## src/hw/rtl/jhtp_pkg.sv

```systemverilog
package jhtp_pkg;

    // Offset counter width and the longest canonical code.
    localparam int OFFSET_BITS     = 20;
    localparam int MAX_CODE_LENGTH = 16;

    // Derived widths.
    localparam int CIDX_BITS  = $clog2(MAX_CODE_LENGTH);
    localparam int CLEN_BITS  = $clog2(MAX_CODE_LENGTH + 1);
    localparam int SUM_BITS   = $clog2(MAX_CODE_LENGTH * 255 + 1);
    localparam int CODE_BITS  = MAX_CODE_LENGTH + 1;

    // Command queue between the byte parser and the table unit.
    localparam int QUEUE_DEPTH = 2;
    localparam int QPTR_BITS   = (QUEUE_DEPTH > 1) ? $clog2(QUEUE_DEPTH) : 1;
    localparam int QCNT_BITS   = $clog2(QUEUE_DEPTH + 1);

    // Marker codes.
    localparam logic [7:0] MK_DHT = 8'hc4;
    localparam logic [7:0] MK_SOI = 8'hd8;
    localparam logic [7:0] MK_EOI = 8'hd9;
    localparam logic [7:0] MK_SOS = 8'hda;

    // Result kinds.
    localparam logic [1:0] EV_MARKER = 2'd0;
    localparam logic [1:0] EV_ENTRY  = 2'd1;
    localparam logic [1:0] EV_SCAN   = 2'd2;
    localparam logic [1:0] EV_END    = 2'd3;

    // Command opcodes.
    localparam logic [1:0] OP_EVENT  = 2'd0;
    localparam logic [1:0] OP_COUNT  = 2'd1;
    localparam logic [1:0] OP_SYMBOL = 2'd2;

    typedef struct packed {
        logic [7:0] data_byte;
        logic       last_byte;
    } t_in_item;

    typedef struct packed {
        logic [1:0]             event_kind;
        logic [OFFSET_BITS-1:0] byte_offset;
        logic [7:0]             marker_code;
        logic [7:0]             table_select;
        logic [CLEN_BITS-1:0]   code_length;
        logic [MAX_CODE_LENGTH-1:0] code_value;
        logic [7:0]             symbol_value;
        logic [7:0]             entry_index;
    } t_out_item;

    // One command from the parser to the table unit.
    typedef struct packed {
        logic [1:0]             op;
        logic [1:0]             kind;
        logic [OFFSET_BITS-1:0] offset;
        logic [7:0]             marker;
        logic [7:0]             table_sel;
        logic [7:0]             data;
        logic [CIDX_BITS-1:0]   cidx;
        logic                   last_count;
    } t_cmd;

endpackage

```

## src/hw/rtl/jhtp_front.sv

```systemverilog
module jhtp_front (
    input  logic              i_clk,
    input  logic              i_rst_n,
    input  logic              i_valid,
    input  jhtp_pkg::t_in_item i_data,
    input  logic              i_q_full,
    output logic              o_ready,
    output logic              o_push,
    output jhtp_pkg::t_cmd    o_cmd
);
    import jhtp_pkg::*;

    localparam logic [3:0] PH_PREFIX = 4'd0;
    localparam logic [3:0] PH_CODE   = 4'd1;
    localparam logic [3:0] PH_LEN_HI = 4'd2;
    localparam logic [3:0] PH_LEN_LO = 4'd3;
    localparam logic [3:0] PH_SKIP   = 4'd4;
    localparam logic [3:0] PH_TSEL   = 4'd5;
    localparam logic [3:0] PH_COUNTS = 4'd6;
    localparam logic [3:0] PH_SYMS   = 4'd7;
    localparam logic [3:0] PH_DONE   = 4'd8;

    logic [3:0]             r_phase,    n_phase;
    logic [OFFSET_BITS-1:0] r_offset,   n_offset;
    logic [7:0]             r_marker,   n_marker;
    logic [15:0]            r_seg_rem,  n_seg_rem;
    logic [7:0]             r_len_high, n_len_high;
    logic [CIDX_BITS-1:0]   r_cidx,     n_cidx;
    logic [SUM_BITS-1:0]    r_sym_left, n_sym_left;
    logic [7:0]             r_table,    n_table;

    logic        accept;
    logic        cmd_valid;
    t_cmd        cmd;
    logic [7:0]  b;
    logic [15:0] seg_dec;
    logic [15:0] len_full;
    logic [SUM_BITS-1:0] sum_new;
    logic [SUM_BITS-1:0] left_dec;

    // Phase after a segment header or a finished table.
    function automatic logic [3:0] body_phase(input logic [15:0] rem, input logic [7:0] mk);
        logic [3:0] ph;
        if (rem == '0) begin
            ph = PH_PREFIX;
        end else if (mk == MK_DHT && rem > 16'(MAX_CODE_LENGTH)) begin
            ph = PH_TSEL;
        end else begin
            ph = PH_SKIP;
        end
        return ph;
    endfunction

    assign o_ready = !i_q_full;
    assign accept  = i_valid && o_ready;
    assign b       = i_data.data_byte;

    // Classify the byte and work out the next parser state.
    always_comb begin
        n_phase    = r_phase;
        n_offset   = r_offset + OFFSET_BITS'(1);
        n_marker   = r_marker;
        n_seg_rem  = r_seg_rem;
        n_len_high = r_len_high;
        n_cidx     = r_cidx;
        n_sym_left = r_sym_left;
        n_table    = r_table;

        seg_dec  = (r_seg_rem != '0) ? r_seg_rem - 16'd1 : r_seg_rem;
        len_full = {r_len_high, b};
        sum_new  = r_sym_left + SUM_BITS'(b);
        left_dec = r_sym_left - SUM_BITS'(1);

        cmd_valid      = 1'b0;
        cmd            = '0;
        cmd.offset     = r_offset;
        cmd.marker     = r_marker;
        cmd.table_sel  = r_table;
        cmd.data       = b;
        cmd.cidx       = r_cidx;

        case (r_phase)
            PH_PREFIX: begin
                n_phase = PH_CODE;
            end
            PH_CODE: begin
                n_marker   = b;
                cmd_valid  = 1'b1;
                cmd.op     = OP_EVENT;
                cmd.kind   = EV_MARKER;
                cmd.offset = r_offset - OFFSET_BITS'(1);
                cmd.marker = b;
                if (b == MK_SOS) begin
                    cmd.kind = EV_SCAN;
                    n_phase  = PH_DONE;
                end else if (b == MK_SOI || b == MK_EOI) begin
                    n_phase = PH_PREFIX;
                end else begin
                    n_phase = PH_LEN_HI;
                end
            end
            PH_LEN_HI: begin
                n_len_high = b;
                n_phase    = PH_LEN_LO;
            end
            PH_LEN_LO: begin
                n_seg_rem = (len_full >= 16'd2) ? len_full - 16'd2 : '0;
                n_phase   = body_phase(n_seg_rem, r_marker);
            end
            PH_SKIP: begin
                n_seg_rem = seg_dec;
                if (seg_dec == '0) begin
                    n_phase = PH_PREFIX;
                end
            end
            PH_TSEL: begin
                n_table    = b;
                n_seg_rem  = seg_dec;
                n_cidx     = '0;
                n_sym_left = '0;
                n_phase    = (seg_dec == '0) ? PH_PREFIX : PH_COUNTS;
            end
            PH_COUNTS: begin
                cmd_valid      = 1'b1;
                cmd.op         = OP_COUNT;
                cmd.last_count = (r_cidx == CIDX_BITS'(MAX_CODE_LENGTH - 1));
                n_cidx         = r_cidx + CIDX_BITS'(1);
                n_seg_rem      = seg_dec;
                n_sym_left     = sum_new;
                if (cmd.last_count) begin
                    if (sum_new == '0) begin
                        n_phase = body_phase(seg_dec, r_marker);
                    end else begin
                        n_phase = (seg_dec == '0) ? PH_PREFIX : PH_SYMS;
                    end
                end else if (seg_dec == '0) begin
                    n_phase = PH_PREFIX;
                end
            end
            PH_SYMS: begin
                cmd_valid  = 1'b1;
                cmd.op     = OP_SYMBOL;
                n_sym_left = left_dec;
                n_seg_rem  = seg_dec;
                if (left_dec == '0) begin
                    n_phase = body_phase(seg_dec, r_marker);
                end else if (seg_dec == '0) begin
                    n_phase = PH_PREFIX;
                end
            end
            default: begin
            end
        endcase

        // The final byte reports an early end unless the scan has started, and returns to the reset state.
        if (i_data.last_byte) begin
            if (r_phase != PH_DONE && !(cmd_valid && cmd.kind == EV_SCAN)) begin
                cmd_valid  = 1'b1;
                cmd        = '0;
                cmd.op     = OP_EVENT;
                cmd.kind   = EV_END;
                cmd.offset = r_offset;
                cmd.marker = n_marker;
            end
            n_phase    = PH_PREFIX;
            n_offset   = '0;
            n_marker   = '0;
            n_seg_rem  = '0;
            n_len_high = '0;
            n_cidx     = '0;
            n_sym_left = '0;
            n_table    = '0;
        end
    end

    assign o_push = accept && cmd_valid;
    assign o_cmd  = cmd;

    // Parser state advances on every input transfer.
    always_ff @(posedge i_clk) begin
        if (!i_rst_n) begin
            r_phase    <= PH_PREFIX;
            r_offset   <= '0;
            r_marker   <= '0;
            r_seg_rem  <= '0;
            r_len_high <= '0;
            r_cidx     <= '0;
            r_sym_left <= '0;
            r_table    <= '0;
        end else if (accept) begin
            r_phase    <= n_phase;
            r_offset   <= n_offset;
            r_marker   <= n_marker;
            r_seg_rem  <= n_seg_rem;
            r_len_high <= n_len_high;
            r_cidx     <= n_cidx;
            r_sym_left <= n_sym_left;
            r_table    <= n_table;
        end
    end

`ifndef SYNTHESIS
    // While symbols are expected, at least one remains in the table.
    a_syms_left: assert property (@(posedge i_clk) disable iff (!i_rst_n)
        (r_phase == PH_SYMS) |-> (r_sym_left != '0))
        else $error("symbol phase with no symbols left");

    // The final byte of a file restarts parsing from offset zero.
    a_last_restart: assert property (@(posedge i_clk) disable iff (!i_rst_n)
        (accept && i_data.last_byte) |=> (r_phase == PH_PREFIX && r_offset == '0))
        else $error("parser did not restart after the final byte");
`endif

endmodule

```

## src/hw/rtl/jhtp_queue.sv

```systemverilog
module jhtp_queue (
    input  logic           i_clk,
    input  logic           i_rst_n,
    input  logic           i_push,
    input  jhtp_pkg::t_cmd i_cmd,
    input  logic           i_pop,
    output logic           o_full,
    output logic           o_head_valid,
    output jhtp_pkg::t_cmd o_head
);
    import jhtp_pkg::*;

    t_cmd                 r_slots [QUEUE_DEPTH];
    logic [QPTR_BITS-1:0] r_wr_ptr, n_wr_ptr;
    logic [QPTR_BITS-1:0] r_rd_ptr, n_rd_ptr;
    logic [QCNT_BITS-1:0] r_count,  n_count;

    assign o_full       = (r_count == QCNT_BITS'(QUEUE_DEPTH));
    assign o_head_valid = (r_count != '0);
    assign o_head       = r_slots[r_rd_ptr];

    // Pointer and fill count updates.
    always_comb begin
        n_wr_ptr = r_wr_ptr;
        n_rd_ptr = r_rd_ptr;
        n_count  = r_count;
        if (i_push) begin
            n_wr_ptr = (r_wr_ptr == QPTR_BITS'(QUEUE_DEPTH - 1)) ? '0 :
                       r_wr_ptr + QPTR_BITS'(1);
        end
        if (i_pop) begin
            n_rd_ptr = (r_rd_ptr == QPTR_BITS'(QUEUE_DEPTH - 1)) ? '0 :
                       r_rd_ptr + QPTR_BITS'(1);
        end
        if (i_push && !i_pop) begin
            n_count = r_count + QCNT_BITS'(1);
        end else if (!i_push && i_pop) begin
            n_count = r_count - QCNT_BITS'(1);
        end
    end

    always_ff @(posedge i_clk) begin
        if (!i_rst_n) begin
            r_wr_ptr <= '0;
            r_rd_ptr <= '0;
            r_count  <= '0;
        end else begin
            r_wr_ptr <= n_wr_ptr;
            r_rd_ptr <= n_rd_ptr;
            r_count  <= n_count;
        end
    end

    // Command storage.
    always_ff @(posedge i_clk) begin
        if (i_push) begin
            r_slots[r_wr_ptr] <= i_cmd;
        end
    end

`ifndef SYNTHESIS
    // A command is only taken from a queue that holds one.
    a_no_underflow: assert property (@(posedge i_clk) disable iff (!i_rst_n)
        i_pop |-> (r_count != '0))
        else $error("queue popped while empty");

    // A lone transfer in raises the fill count by one.
    a_fill_step: assert property (@(posedge i_clk) disable iff (!i_rst_n)
        (i_push && !i_pop) |=> (r_count == $past(r_count) + QCNT_BITS'(1)))
        else $error("queue fill count out of step");
`endif

endmodule

```

## src/hw/rtl/jhtp_back.sv

```systemverilog
module jhtp_back (
    input  logic                i_clk,
    input  logic                i_rst_n,
    input  logic                i_head_valid,
    input  jhtp_pkg::t_cmd      i_head,
    output logic                o_pop,
    input  logic                i_ready,
    output logic                o_valid,
    output jhtp_pkg::t_out_item o_data
);
    import jhtp_pkg::*;

    // Table state: code counts per length and the code generator.
    logic [7:0]                 r_counts [MAX_CODE_LENGTH];
    logic [MAX_CODE_LENGTH-1:0] r_mask;
    logic [CLEN_BITS-1:0]       r_cidx;
    logic [CODE_BITS-1:0]       r_code;
    logic [7:0]                 r_left;
    logic [8:0]                 r_sym_idx;

    logic      r_out_valid;
    t_out_item r_out, n_out;

    logic                       needs_slot;
    logic                       can_emit;
    logic [MAX_CODE_LENGTH-1:0] new_mask;
    logic [CLEN_BITS-1:0]       first_len;
    logic [7:0]                 first_count;
    logic [MAX_CODE_LENGTH-1:0] above;
    logic [CLEN_BITS-1:0]       next_len;
    logic [CLEN_BITS-1:0]       shift;
    logic [CODE_BITS-1:0]       code_inc;
    logic [7:0]                 left_dec;

    // Lowest length with a nonzero count, or MAX_CODE_LENGTH when none.
    function automatic logic [CLEN_BITS-1:0] first_set(input logic [MAX_CODE_LENGTH-1:0] m);
        logic [CLEN_BITS-1:0] idx;
        idx = CLEN_BITS'(MAX_CODE_LENGTH);
        for (int i = MAX_CODE_LENGTH - 1; i >= 0; i--) begin
            if (m[i]) begin
                idx = CLEN_BITS'(i);
            end
        end
        return idx;
    endfunction

    assign needs_slot = (i_head.op == OP_EVENT) || (i_head.op == OP_SYMBOL);
    assign can_emit   = !r_out_valid || i_ready;
    assign o_pop      = i_head_valid && (!needs_slot || can_emit);

    // Length search when a table's counts are complete.
    always_comb begin
        new_mask = r_mask;
        new_mask[i_head.cidx] = (i_head.data != 8'd0);
        first_len = first_set(new_mask);
        if (first_len[CIDX_BITS-1:0] == i_head.cidx) begin
            first_count = i_head.data;
        end else begin
            first_count = r_counts[first_len[CIDX_BITS-1:0]];
        end
    end

    // Length search after the last code of the current length.
    always_comb begin
        for (int i = 0; i < MAX_CODE_LENGTH; i++) begin
            above[i] = r_mask[i] && (CLEN_BITS'(i) > r_cidx);
        end
        next_len = first_set(above);
        shift    = next_len - r_cidx;
        code_inc = r_code + CODE_BITS'(1);
        left_dec = r_left - 8'd1;
    end

    // Result formed from the head command.
    always_comb begin
        n_out             = '0;
        n_out.byte_offset = i_head.offset;
        n_out.marker_code = i_head.marker;
        case (i_head.op)
            OP_SYMBOL: begin
                n_out.event_kind   = EV_ENTRY;
                n_out.table_select = i_head.table_sel;
                n_out.code_length  = r_cidx + CLEN_BITS'(1);
                n_out.code_value   = r_code[MAX_CODE_LENGTH-1:0];
                n_out.symbol_value = i_head.data;
                n_out.entry_index  = r_sym_idx[7:0];
            end
            default: begin
                n_out.event_kind = i_head.kind;
            end
        endcase
    end

    // Table and code generator updates.
    always_ff @(posedge i_clk) begin
        if (o_pop && i_head.op == OP_COUNT) begin
            r_counts[i_head.cidx] <= i_head.data;
            r_mask                <= new_mask;
            if (i_head.last_count) begin
                r_cidx    <= first_len;
                r_code    <= '0;
                r_sym_idx <= '0;
                r_left    <= first_count;
            end
        end else if (o_pop && i_head.op == OP_SYMBOL) begin
            r_sym_idx <= r_sym_idx + 9'd1;
            if (left_dec == 8'd0) begin
                r_code <= code_inc << shift;
                r_cidx <= next_len;
                r_left <= r_counts[next_len[CIDX_BITS-1:0]];
            end else begin
                r_code <= code_inc;
                r_left <= left_dec;
            end
        end
    end

    // Output register: a new result loads when the slot is free or draining.
    always_ff @(posedge i_clk) begin
        if (!i_rst_n) begin
            r_out_valid <= 1'b0;
        end else if (o_pop && needs_slot) begin
            r_out_valid <= 1'b1;
        end else if (i_ready) begin
            r_out_valid <= 1'b0;
        end
    end

    always_ff @(posedge i_clk) begin
        if (o_pop && needs_slot) begin
            r_out <= n_out;
        end
    end

    assign o_valid = r_out_valid;
    assign o_data  = r_out;

`ifndef SYNTHESIS
    // Symbols only arrive while a code length with codes left is selected.
    a_sym_in_table: assert property (@(posedge i_clk) disable iff (!i_rst_n)
        (o_pop && i_head.op == OP_SYMBOL) |->
            (r_cidx < CLEN_BITS'(MAX_CODE_LENGTH) && r_left != 8'd0))
        else $error("symbol outside a valid code length");

    // A taken event or symbol always shows up at the output.
    a_result_loaded: assert property (@(posedge i_clk) disable iff (!i_rst_n)
        (o_pop && needs_slot) |=> r_out_valid)
        else $error("result lost at the output register");
`endif

endmodule

```

## src/hw/rtl/jpeg_header_huffman_table_parser.sv

```systemverilog
// Channel   Handshake           Payload (t_in_item / t_out_item)
// input     i_valid / o_ready   i_data: data_byte, last_byte
// output    o_valid / i_ready   o_data: event_kind, byte_offset, marker_code,
//                               table_select, code_length, code_value,
//                               symbol_value, entry_index
//
// One byte is taken per cycle while the queue has room; a result passes through
// the command queue and the output register. The byte parser updates its state
// per byte; the table unit forms a code and steps to the next length from a 16-bit length mask.
// A two-entry command queue and the output register let either side stall.
// Reset is synchronous, active low; no clearing pass is needed.
module jpeg_header_huffman_table_parser (
    input  logic                i_clk,
    input  logic                i_rst_n,
    input  logic                i_valid,
    output logic                o_ready,
    input  jhtp_pkg::t_in_item  i_data,
    output logic                o_valid,
    input  logic                i_ready,
    output jhtp_pkg::t_out_item o_data
);
    import jhtp_pkg::*;

    logic q_push;
    logic q_full;
    logic q_pop;
    logic q_head_valid;
    t_cmd q_in;
    t_cmd q_head;

    // Byte parser: walks markers and segments, issues commands.
    jhtp_front u_front (
        .i_clk    (i_clk),
        .i_rst_n  (i_rst_n),
        .i_valid  (i_valid),
        .i_data   (i_data),
        .i_q_full (q_full),
        .o_ready  (o_ready),
        .o_push   (q_push),
        .o_cmd    (q_in)
    );

    // Command queue between the two sides.
    jhtp_queue u_queue (
        .i_clk        (i_clk),
        .i_rst_n      (i_rst_n),
        .i_push       (q_push),
        .i_cmd        (q_in),
        .i_pop        (q_pop),
        .o_full       (q_full),
        .o_head_valid (q_head_valid),
        .o_head       (q_head)
    );

    // Table unit: keeps code counts and generates canonical codes.
    jhtp_back u_back (
        .i_clk        (i_clk),
        .i_rst_n      (i_rst_n),
        .i_head_valid (q_head_valid),
        .i_head       (q_head),
        .o_pop        (q_pop),
        .i_ready      (i_ready),
        .o_valid      (o_valid),
        .o_data       (o_data)
    );

endmodule

```

## config.mk

```make
export PLATFORM = sky130hd
export DESIGN_NAME = jpeg_header_huffman_table_parser
export DESIGN_NICKNAME = d
export VERILOG_FILES = /design/src/hw/rtl/jhtp_pkg.sv /design/src/hw/rtl/jhtp_front.sv /design/src/hw/rtl/jhtp_queue.sv /design/src/hw/rtl/jhtp_back.sv /design/src/hw/rtl/jpeg_header_huffman_table_parser.sv
export SDC_FILE = /design/constraint.sdc
export NUM_CORES = 1
export LEC_CHECK = 0
export BUFFER_PORTS_ARGS = -buffer_cell sky130_fd_sc_hd__buf_2
export CELL_PAD_IN_SITES_DETAIL_PLACEMENT = 2
export CELL_PAD_IN_SITES_GLOBAL_PLACEMENT = 2
export CORE_UTILIZATION = 45
export DETAILED_ROUTE_END_ITERATION = 7
export PLACE_DENSITY_LB_ADDON = 0.1
export SYNTH_ARGS = -nofsm -noshare
export SYNTH_HDL_FRONTEND = slang
export SYNTH_SLANG_ARGS = --single-unit
```

## constraint.sdc

```tcl
create_clock -name i_clk -period 9.3 [get_ports i_clk]
set_input_delay 1.395 -clock i_clk [delete_from_list [all_inputs] [get_ports i_clk]]
set_output_delay 1.395 -clock i_clk [all_outputs]
set_load 0.005 [all_outputs]
```

Word level (Yosys, flattened, before mapping)

Memory sizes are Yosys's and may differ from the RTL's. A register that Yosys moved wholly into a read port is not among the register bits.
Cells that the tools add are included.

Eq/ne operators: 19
Magnitude comparators: 21
Add/sub/neg operators: 16
Shift operators: 1
Reductions and logical operators: 69
Mux-type cells: 101

Operators with widths:

| kind                                                                   | number |
|---|---|
| 5-bit 2-to-1 mux                                                       | 36 |
| 53-bit 2-to-1 mux                                                      | 2 |
| 8-bit 2-to-1 mux                                                       | 11 |
| 17-bit 2-to-1 mux                                                      | 4 |
| 16-bit 2-to-1 mux                                                      | 3 |
| 4-bit by 5-bit > comparator with 1-bit output (first input constant)   | 8 |
| 4-bit 2-to-1 mux                                                       | 9 |
| 12-bit case mux with 3 select lines                                    | 1 |
| 8-bit equality test (second input constant)                            | 4 |
| 16-bit by 5-bit > comparator with 1-bit output (second input constant) | 2 |
| 16-bit zero test                                                       | 2 |
| 16-bit case mux with 2 select lines                                    | 1 |
| 4-bit case mux with 8 select lines                                     | 1 |
| 30-bit 2-to-1 mux                                                      | 1 |
| 1-bit logical AND                                                      | 29 |
| 9-bit 2-to-1 mux                                                       | 3 |
| 12-bit zero test                                                       | 2 |
| 20-bit by 1-bit adder with 20-bit output (second input constant)       | 1 |
| 3-bit by 5-bit > comparator with 1-bit output (first input constant)   | 4 |
| 20-bit 2-to-1 mux                                                      | 1 |
| 20-bit by 1-bit subtractor with 20-bit output (second input constant)  | 1 |
| 17-bit by 1-bit adder with 17-bit output (second input constant)       | 1 |
| 1-bit 2-to-1 mux                                                       | 17 |
| 17-bit by 5-bit << shifter with 17-bit output                          | 1 |
| other kinds (48)                                                       | 82 |

Memories kept: 2
Logic and storage cells: 254
Memory bits (writable): 234
Register bits: 215
Output and inout bits: 77
Bits of input ports: 13

Memory list:

| name            | words | bits a word | rd ports | clocked after memory_dff | wr ports | RTL line         | text |
|---|---|---|---|---|---|---|---|
| u_back.r_counts | 16    | 8           | 2        | 0                        | 1        | jhtp_back.sv:14  | `logic [7:0] r_counts [MAX_CODE_LENGTH];` |
| u_queue.r_slots | 2     | 53          | 1        | 1                        | 1        | jhtp_queue.sv:13 | `t_cmd r_slots [QUEUE_DEPTH];` |

Depth between registers and ports, before layout

Gate-level depths: netlist (run 1).

Word-level depth: 25
Gate-level depth with buffers: 24
Gate-level depth less buffers: 20

Modules after synthesis

From an unflattened synthesis (run 1), not the netlist that was laid out.

Cells, all modules: 2147
Area, all modules: 23995.5 µm²

Modules (own cells, without submodules):

| module     | area an instance (µm²) | cells each | sequential area each (µm²) | times used |
|---|---|---|---|---|
| jhtp_back  | 13887.1                | 1154       | 7707.4                     | 1 |
| jhtp_front | 6045.8                 | 806        | 1601.5                     | 1 |
| jhtp_queue | 4062.6                 | 187        | 3283.1                     | 1 |

Worst setup path before layout (run 1)

OpenSTA, ideal clock, no wires.

Path kind: input port to flip-flop
Start point: input port i_ready
End point: register u_back.r_out, in the netlist u_back.o_data[0] (enable)
Slack: 3986 ps
Stages: 3
Buffers on the path: 0
Data required time: 8791 ps
Arrival time: 4805 ps
Setup time: 509 ps
Cell sequence: nand2b_1 -> o21ai_0 -> nor2_1

Longest elaborated chain between the ends: 4

RTL lines:

| what                 | RTL line                               | text |
|---|---|---|
| start, declared      | jpeg_header_huffman_table_parser.sv:19 | `input logic i_ready,` |
| 1-bit logical OR     | jhtp_back.sv:48                        | `assign can_emit = !r_out_valid \|\| i_ready;` |
| 1-bit logical OR     | jhtp_back.sv:49                        | `assign o_pop = i_head_valid && (!needs_slot \|\| can_emit);` |
| 1-bit logical AND    | jhtp_back.sv:49                        |  |
| 1-bit logical AND    | jhtp_back.sv:130                       | `if (o_pop && needs_slot) begin` |
| end signal, assigned | jhtp_back.sv:131                       | `r_out <= n_out;` |
| end, declared        | jhtp_back.sv:22                        | `t_out_item r_out, n_out;` |

Every way passes these cells.
A chain may end at the register's enable or synchronous reset.

==> results.yml, run 1 <==
outcome:
  status: "completed"
cells_and_area:
  multi_input_area_um2: 10400
  fill_cells: 5207
  fin_nets: 2280
  area.growth.synth_to_final_pct: 11.6
  layout_common_cells: "edfxtp_1 (362), nor2_1 (205), nand2_1 (190)"
  seq_area_um2: 12600
  final_common_cell: "edfxtp_1"
  layout-drive-gt1-share_pct: 13.9
  diodes: 0
min_path:
  hp-class: "flop to flop"
timing:
  fmax_ghz: 0.172
  worstMarginPinSlew_ns: 1.29
  drv_slew: 0
  final.setup.tns_ns: 0
  relSlewSlack_pct: 13.4
  rsz0062_at_grt: "no"
  final-setup-viol-count: 0
  skew_ns: 0.0274
  period_minus_slack_ns: 5.82
  fin_crit_sh_pct: 62.6
  finalHoldViolations: 0
cts:
  cts-resized-gates: 0
  cts.sinks: 448
  cts-root-buf: "clkbuf_16"
  clk_latency_ns: 0.61
  cts_tree: "built"
  postCtsHoldBufs: 0
  clockBufferDepth: 3
  clk_pin_slew_ns: 0.06
  h-tree-depth: 2
  cts-buffers-inserted: 50
  cts_setup_buffers: 0
global_route:
  grt_pass1_wl_um: 123000
  grt_pass1_vias: 20000
  grt_max_degree: 70
  track_usage_pct: 30.0
  antenna_found_initial: 2
  grt_overflow: 0
floorplanning:
  core-area_um2: 51500
  start_util_pct: 45.8
  dieArea_um2: 53300
  die_w_um: 231
  die_y_um: 231
  rows: 83
  design.portCount: 90
detailed_routing:
  ant_nets: 0
  topRoutingLayerUsed: "met5"
  met2WireLength_um: 41800
  drt_pre_antenna_iters: 8
  routed-wl-met3_um: 2470
  routed_via_density: 6.16
  post_drt_wl_per_cell_um: 27.0
  drc: 0
  drt_iter0_drc: 978
  met1Wirelength_um: 32900
  wl_um: 79800
  vias: 18200
critical_path:
  crit_type: "flop to flop"
  crit_arrival_ns: 6.17
  worstSetupEndpointType: "flop"
  start_kind: "flop"
  crit_fanout: 69
  worstPathRequired_ns: 9.65
logic_synthesis:
  syn_inst: 2186
  synth-seq-area-share_pct: 53.4
  async_flop_share_pct: 0
  avgSynthCellArea_um2: 10.8
  netlist_area_um2: 23600
  synth_cell_types: 80
  synthesis.nets: 2230
  yosysWarnings: 0
  synth_edf_count: 362
  ys_ff_latch: 448
  synth_flop_cell: "edfxtp_1"
placed_design:
  hpwl_um: 54200
  numPortBuffers: 89
  gp_congestion: 0.878
pwr:
  ir_worst_vdd_mv: 0.146
  power_density_nw_per_um2: 246
  p_leak_uw: 0.00966
  p_total_uw: 6470
flow_run:
  maxCapViolCount: 0
## layer usage
layer,GRT usage (%),up-vias
met1,36.2,9483
met3,3.51,161
met5,0,-
met4,10.8,4
met2,54.5,392
li1,-,8164
## registers in the layout, indices dropped and copies added, names as in the netlist, 4 cells and up, named ones only
register	count
u_back.o_data	75
u_back.r_cidx	5
u_back.r_code	16
u_back.r_counts	128
u_back.r_left	8
u_back.r_mask	16
u_back.r_sym_idx	8
u_front.r_cidx	4
u_front.r_len_high	8
u_front.r_marker	8
u_front.r_offset	20
u_front.r_phase	4
u_front.r_seg_rem	16
u_front.r_sym_left	12
u_front.r_table	8
u_queue.r_slots	106
## cell families (layout without fill, tap and decap cells)
logic type / count (synthesis) / after routing / synth area share, %
XOR/XNOR: 114 / 114 / 4.23
adder cells (fa/ha/maj): 31 / 31 / 1.71
flip-flops: 448 / 448 / 53.4
AO/OA/AOI/OAI: 440 / 440 / 12.3
buffers and inverters: 173 / 264 / 2.95
AND/OR/NAND/NOR: 774 / 774 / 16.2
multiplexers: 206 / 206 / 9.19
## critical path: stages, from the launching register on
cell and delay, ns:
dfxtp_4 1.00, mux2i_1 0.70, nand2_1 0.52, o21bai_1 0.36
a221o_1 0.44, o21ai_4 0.78, buf_4 0.74, mux2i_1 0.30
mux2i_1 0.10, mux2_2 0.29, o22ai_1 0.18, a211oi_1 0.10
## path summary, 6_finish.rpt
path                                                           end  depth (start not counted)  slack (ns)                                from
worst min register to register  u_front.r_seg_rem[14]$_SDFFE_PN0P_                          2        0.52  u_front.r_seg_rem[14]$_SDFFE_PN0P_
worst min-delay path            u_front.r_seg_rem[14]$_SDFFE_PN0P_                          2        0.52  u_front.r_seg_rem[14]$_SDFFE_PN0P_
worst max-delay path                    u_back.r_left[3]$_DFFE_PP_                         11        3.48                                flop
worst max register to register          u_back.r_left[3]$_DFFE_PP_                         11        3.48                                flop
## cell usage after synthesis, drive strengths merged (13+ instances only)
master / instances / area share [%]
edfxtp: 362 / 46
nor2: 209 / 3.3
nand2: 190 / 3.0
mux2i: 122 / 5.2
a21oi: 105 / 2.2
clkbuf: 102 / 1.6
o21ai: 89 / 1.9
dfxtp: 86 / 7.3
mux2: 84 / 4.0
nor2b: 72 / 1.9
xnor2: 60 / 2.2
xor2: 54 / 2.0
and2: 53 / 1.4
nand3: 51 / 1.1
a22oi: 46 / 1.5
inv: 45 / 0.72
nor3: 45 / 1.0
ha: 29 / 1.5
and3: 26 / 0.69
o22ai: 26 / 0.69
buf: 25 / 0.59
a211oi: 24 / 0.76
nand2b: 21 / 0.56
nor4: 20 / 0.53
o31ai: 16 / 0.51
nand3b: 14 / 0.45
or3: 14 / 0.37
a21boi: 13 / 0.41
a21o: 13 / 0.41
a311oi: 13 / 0.48
a31oi: 13 / 0.41
nand4: 13 / 0.34
## per-stage QoR
stage	setup WS [ns]	cells	hold WS, ns	area, um2	util, %
5_1_grt	3.15	2957	0.563	26300	51.1
3_3_place_gp	3.73	2864	0.486	24700	47.9
3_5_place_dp	3.54	2864	0.507	24700	47.9
6_report	3.48	2957	0.519	26300	51.1
2_1_floorplan	3.99	2186	0.466	23600	-
4_1_cts	3.48	2957	0.515	26300	51.1
## area by class of cell
class	instances	area share, %
sequential	448	47.9
multi-input combinational	1565	39.4
clock buffer	68	5.37
tap	680	3.23
timing repair buffer	125	2.72
clock inverter	25	0.780
inverter	46	0.656
## power breakdown
| part | leakage, uW | internal [uW] | switching [uW] |
|---|---|---|---|
| Sequential | 0.00404 | 2520 | 197 |
| Clock | 0.000803 | 1130 | 874 |
| Combinational | 0.00482 | 610 | 1140 |
Note: power is estimated with default switching activity, not from simulation.
==> run 2: changes to the inputs <==
--- a/config.mk
+++ b/config.mk
@@ -5,10 +5,11 @@
 export SDC_FILE = /design/constraint.sdc
 export NUM_CORES = 1
 export LEC_CHECK = 0
+export ABC_AREA = 1
 export BUFFER_PORTS_ARGS = -buffer_cell sky130_fd_sc_hd__buf_2
 export CELL_PAD_IN_SITES_DETAIL_PLACEMENT = 2
 export CELL_PAD_IN_SITES_GLOBAL_PLACEMENT = 2
-export CORE_UTILIZATION = 45
+export CORE_UTILIZATION = 35
 export DETAILED_ROUTE_END_ITERATION = 7
 export PLACE_DENSITY_LB_ADDON = 0.1
 export SYNTH_ARGS = -nofsm -noshare
==> constraint.sdc (replaced) <==
create_clock -name i_clk -period 4.7 [get_ports i_clk]
set_input_delay 0.705 -clock i_clk [delete_from_list [all_inputs] [get_ports i_clk]]
set_output_delay 0.705 -clock i_clk [all_outputs]
set_load 0.005 [all_outputs]
==> results.yml, run 2 <==
global_route:
  track_usage_pct: 24.5
  grt_pass1_wl_um: 130000
  grt_pass1_vias: 22500
  antenna_found_initial: 1
  grt_max_degree: 125
  grt_overflow: 0
critical_path:
  crit_arrival_ns: 4.67
  worstPathRequired_ns: 5.08
  slowest_delay_ns: 0.52
  reg2reg_depth: 29
  regToRegEndpoint: "u_back.r_left[7]$_DFFE_PP_"
  crit_top_cell: "nand2_1"
  cp_slowest_cell: "dfxtp_2"
  cp.depth: 29
  worstSetupEndpointType: "flop"
  crit_fanout: 29
  start_kind: "flop"
  rrSetupSlack_ns: 0.41
  cpLargestDelayFamily: "simple AND/OR/NAND/NOR gates"
  crit_type: "flop to flop"
  crit_end: "u_back.r_left[7]$_DFFE_PP_"
  path_buf_inv: 2
cells_and_area:
  layout-drive-gt1-share_pct: 10.8
  diodes: 0
  area.growth.synth_to_final_pct: 13.8
  top_register: "u_back.r_counts"
  final_common_cell: "nand2_1"
  largest_reg_flops: 128
  layout_common_cells: "nand2_1 (651), edfxtp_1 (362), inv_1 (352)"
  fin_nets: 2900
logic_synthesis:
  synthesis.nets: 2807
  synth-seq-area-share_pct: 53.3
  synth_top_area_share_pct: 46.0
  yosys.area.top_type: "edfxtp_1"
  yosysMostFrequentCell: "nand2_1"
  netlist_area_um2: 23600
  syn_inst: 2763
  yosys-top-cells-area: "edfxtp_1 (46%), nand2_1 (10%), dfxtp_1 (7.3%)"
  synth_edf_count: 362
  ys_ff_latch: 448
  synth_common_cells: "nand2_1 (653), edfxtp_1 (362), inv_1 (352)"
  yosysWarnings: 0
  async_flop_share_pct: 0
  synth_flop_cell: "edfxtp_1"
  synth_cell_types: 64
  avgSynthCellArea_um2: 8.56
placed_design:
  numPortBuffers: 89
  gp_congestion: 0.848
  hpwl_um: 57500
  post-place-ws_ns: 0.316
detailed_routing:
  drc: 0
  vias: 20000
  wl_um: 83400
  ant_nets: 0
  routed_via_density: 5.32
  drt_iter0_drc: 999
  post_drt_wl_per_cell_um: 22.2
  drt_pre_antenna_iters: 5
cts:
  clk_pin_slew_ns: 0.06
  cts_tree: "built"
  cts.sinks: 448
  h-tree-depth: 2
  clockBufferDepth: 3
  cts_setup_buffers: 0
  cts-resized-gates: 0
  clk_latency_ns: 0.63
  cts-root-buf: "clkbuf_16"
  postCtsHoldBufs: 0
  cts-buffers-inserted: 54
timing:
  fin_crit_sh_pct: 91.3
  worstMarginPinSlew_ns: 1.24
  final.setup.tns_ns: 0
  relSlewSlack_pct: 16.9
  period_minus_slack_ns: 4.29
  fmax_ghz: 0.233
  rsz0062_at_grt: "no"
  skew_ns: 0.0252
  finalHoldViolations: 0
  drv_slew: 0
  final-setup-viol-count: 0
  worst_slack_ns: 0.409
floorplanning:
  die_w_um: 262
  design.portCount: 90
  core-area_um2: 66300
  dieArea_um2: 68600
  start_util_pct: 35.6
  die_y_um: 262
  rows: 94
min_path:
  hp-class: "input pin to flop"
pwr:
  power_density_nw_per_um2: 582
  p_total_uw: 15700
  p_leak_uw: 0.0111
  ir_worst_vdd_mv: 0.314
outcome:
  status: "completed"
flow_run:
  maxCapViolCount: 0
## run 2: cell types whose count changed after synthesis, sizes merged, moves of 24 or more
cell / delta
nand2: +482
nor2b: -72
a21oi: +66
nand3: +214
clkbuf: -33
xnor2: -44
mux2i: -121
nor2: +37
and2: -53
a22oi: -44
inv: +326
mux2: -83
o21ai: +73
and3: -24
## run 2: cell type report
class / instances / area (um2)
Clock inverter: 26 / 272
Inverter: 377 / 1430
Tap cell: 864 / 1080
Sequential cell: 448 / 12600
Timing Repair Buffer: 147 / 918
Multi-Input combinational cell: 1828 / 9160
Fill cell: 7402 / 39400
Clock buffer: 75 / 1470
## run 2: worst min-delay path by stage
stage | startpoint | to | slack, ns | cells past startpoint
floorplan | u_queue.r_rd_ptr$_SDFFE_PN0P_ | flop | 0.43 | 1
global placement | u_queue.r_rd_ptr$_SDFFE_PN0P_ | u_queue.r_rd_ptr$_SDFFE_PN0P_ | 0.44 | 1
detailed placement | u_front.r_seg_rem[0]$_SDFFE_PN0P_ | u_front.r_seg_rem[0]$_SDFFE_PN0P_ | 0.47 | 2
CTS | i_ready | u_back.o_valid$_SDFFE_PN0P_ | 0.42 | 4
global route | i_ready | u_back.o_valid$_SDFFE_PN0P_ | 0.46 | 4
finish | i_ready | u_back.o_valid$_SDFFE_PN0P_ | 0.46 | 4
## run 2: power breakdown
group / internal [uW] / leakage, uW / switching, uW / total, uW
Sequential: 5350 / 0.00406 / 318 / 5670
Combinational: 1630 / 0.00623 / 4170 / 5810
Clock: 2410 / 0.000848 / 1770 / 4190
## run 2: cell families (layout without fill, tap and decap cells)
kind of cell    after synthesis  count (layout)  share of synthesized area (%)
buf+inv                     487             625                           8.25
flops                       448             448                           53.3
simple gates               1300            1300                           23.9
compound gates              423             423                           10.2
fa+ha+maj                    31              31                           1.70
mux                           2               2                         0.0900
xor+xnor                     72              72                           2.67
## run 2: worst reg2reg max path, delay by kind of cell (launching register included)
family	cells	cell delay, ns
and+or+nand+nor	26	2.58
buffers and inverters	2	0.74
DFF	1	0.52
AOI/OAI and AO/OA	1	0.22
## run 2: stage by stage
step	hold slack, ns	utilization (%)	instances	instance area, um2
6_report	0.464	40.6	3765	26900
5_1_grt	0.462	40.6	3765	26900
4_1_cts	0.417	40.6	3765	26900
3_5_place_dp	0.470	37.9	3664	25200
3_3_place_gp	0.444	37.9	3664	25200
2_1_floorplan	0.426	-	2763	23600
## run 2: per-layer routing
layer / GRT usage, % / wire length [um] / vias to the layer above
met5: 0 / 0 / -
met1: 30.0 / 35600 / 10200
met3: 2.43 / 2470 / 130
li1: - / - / 9423
met4: 7.10 / 2130 / 0
met2: 45.3 / 43200 / 324
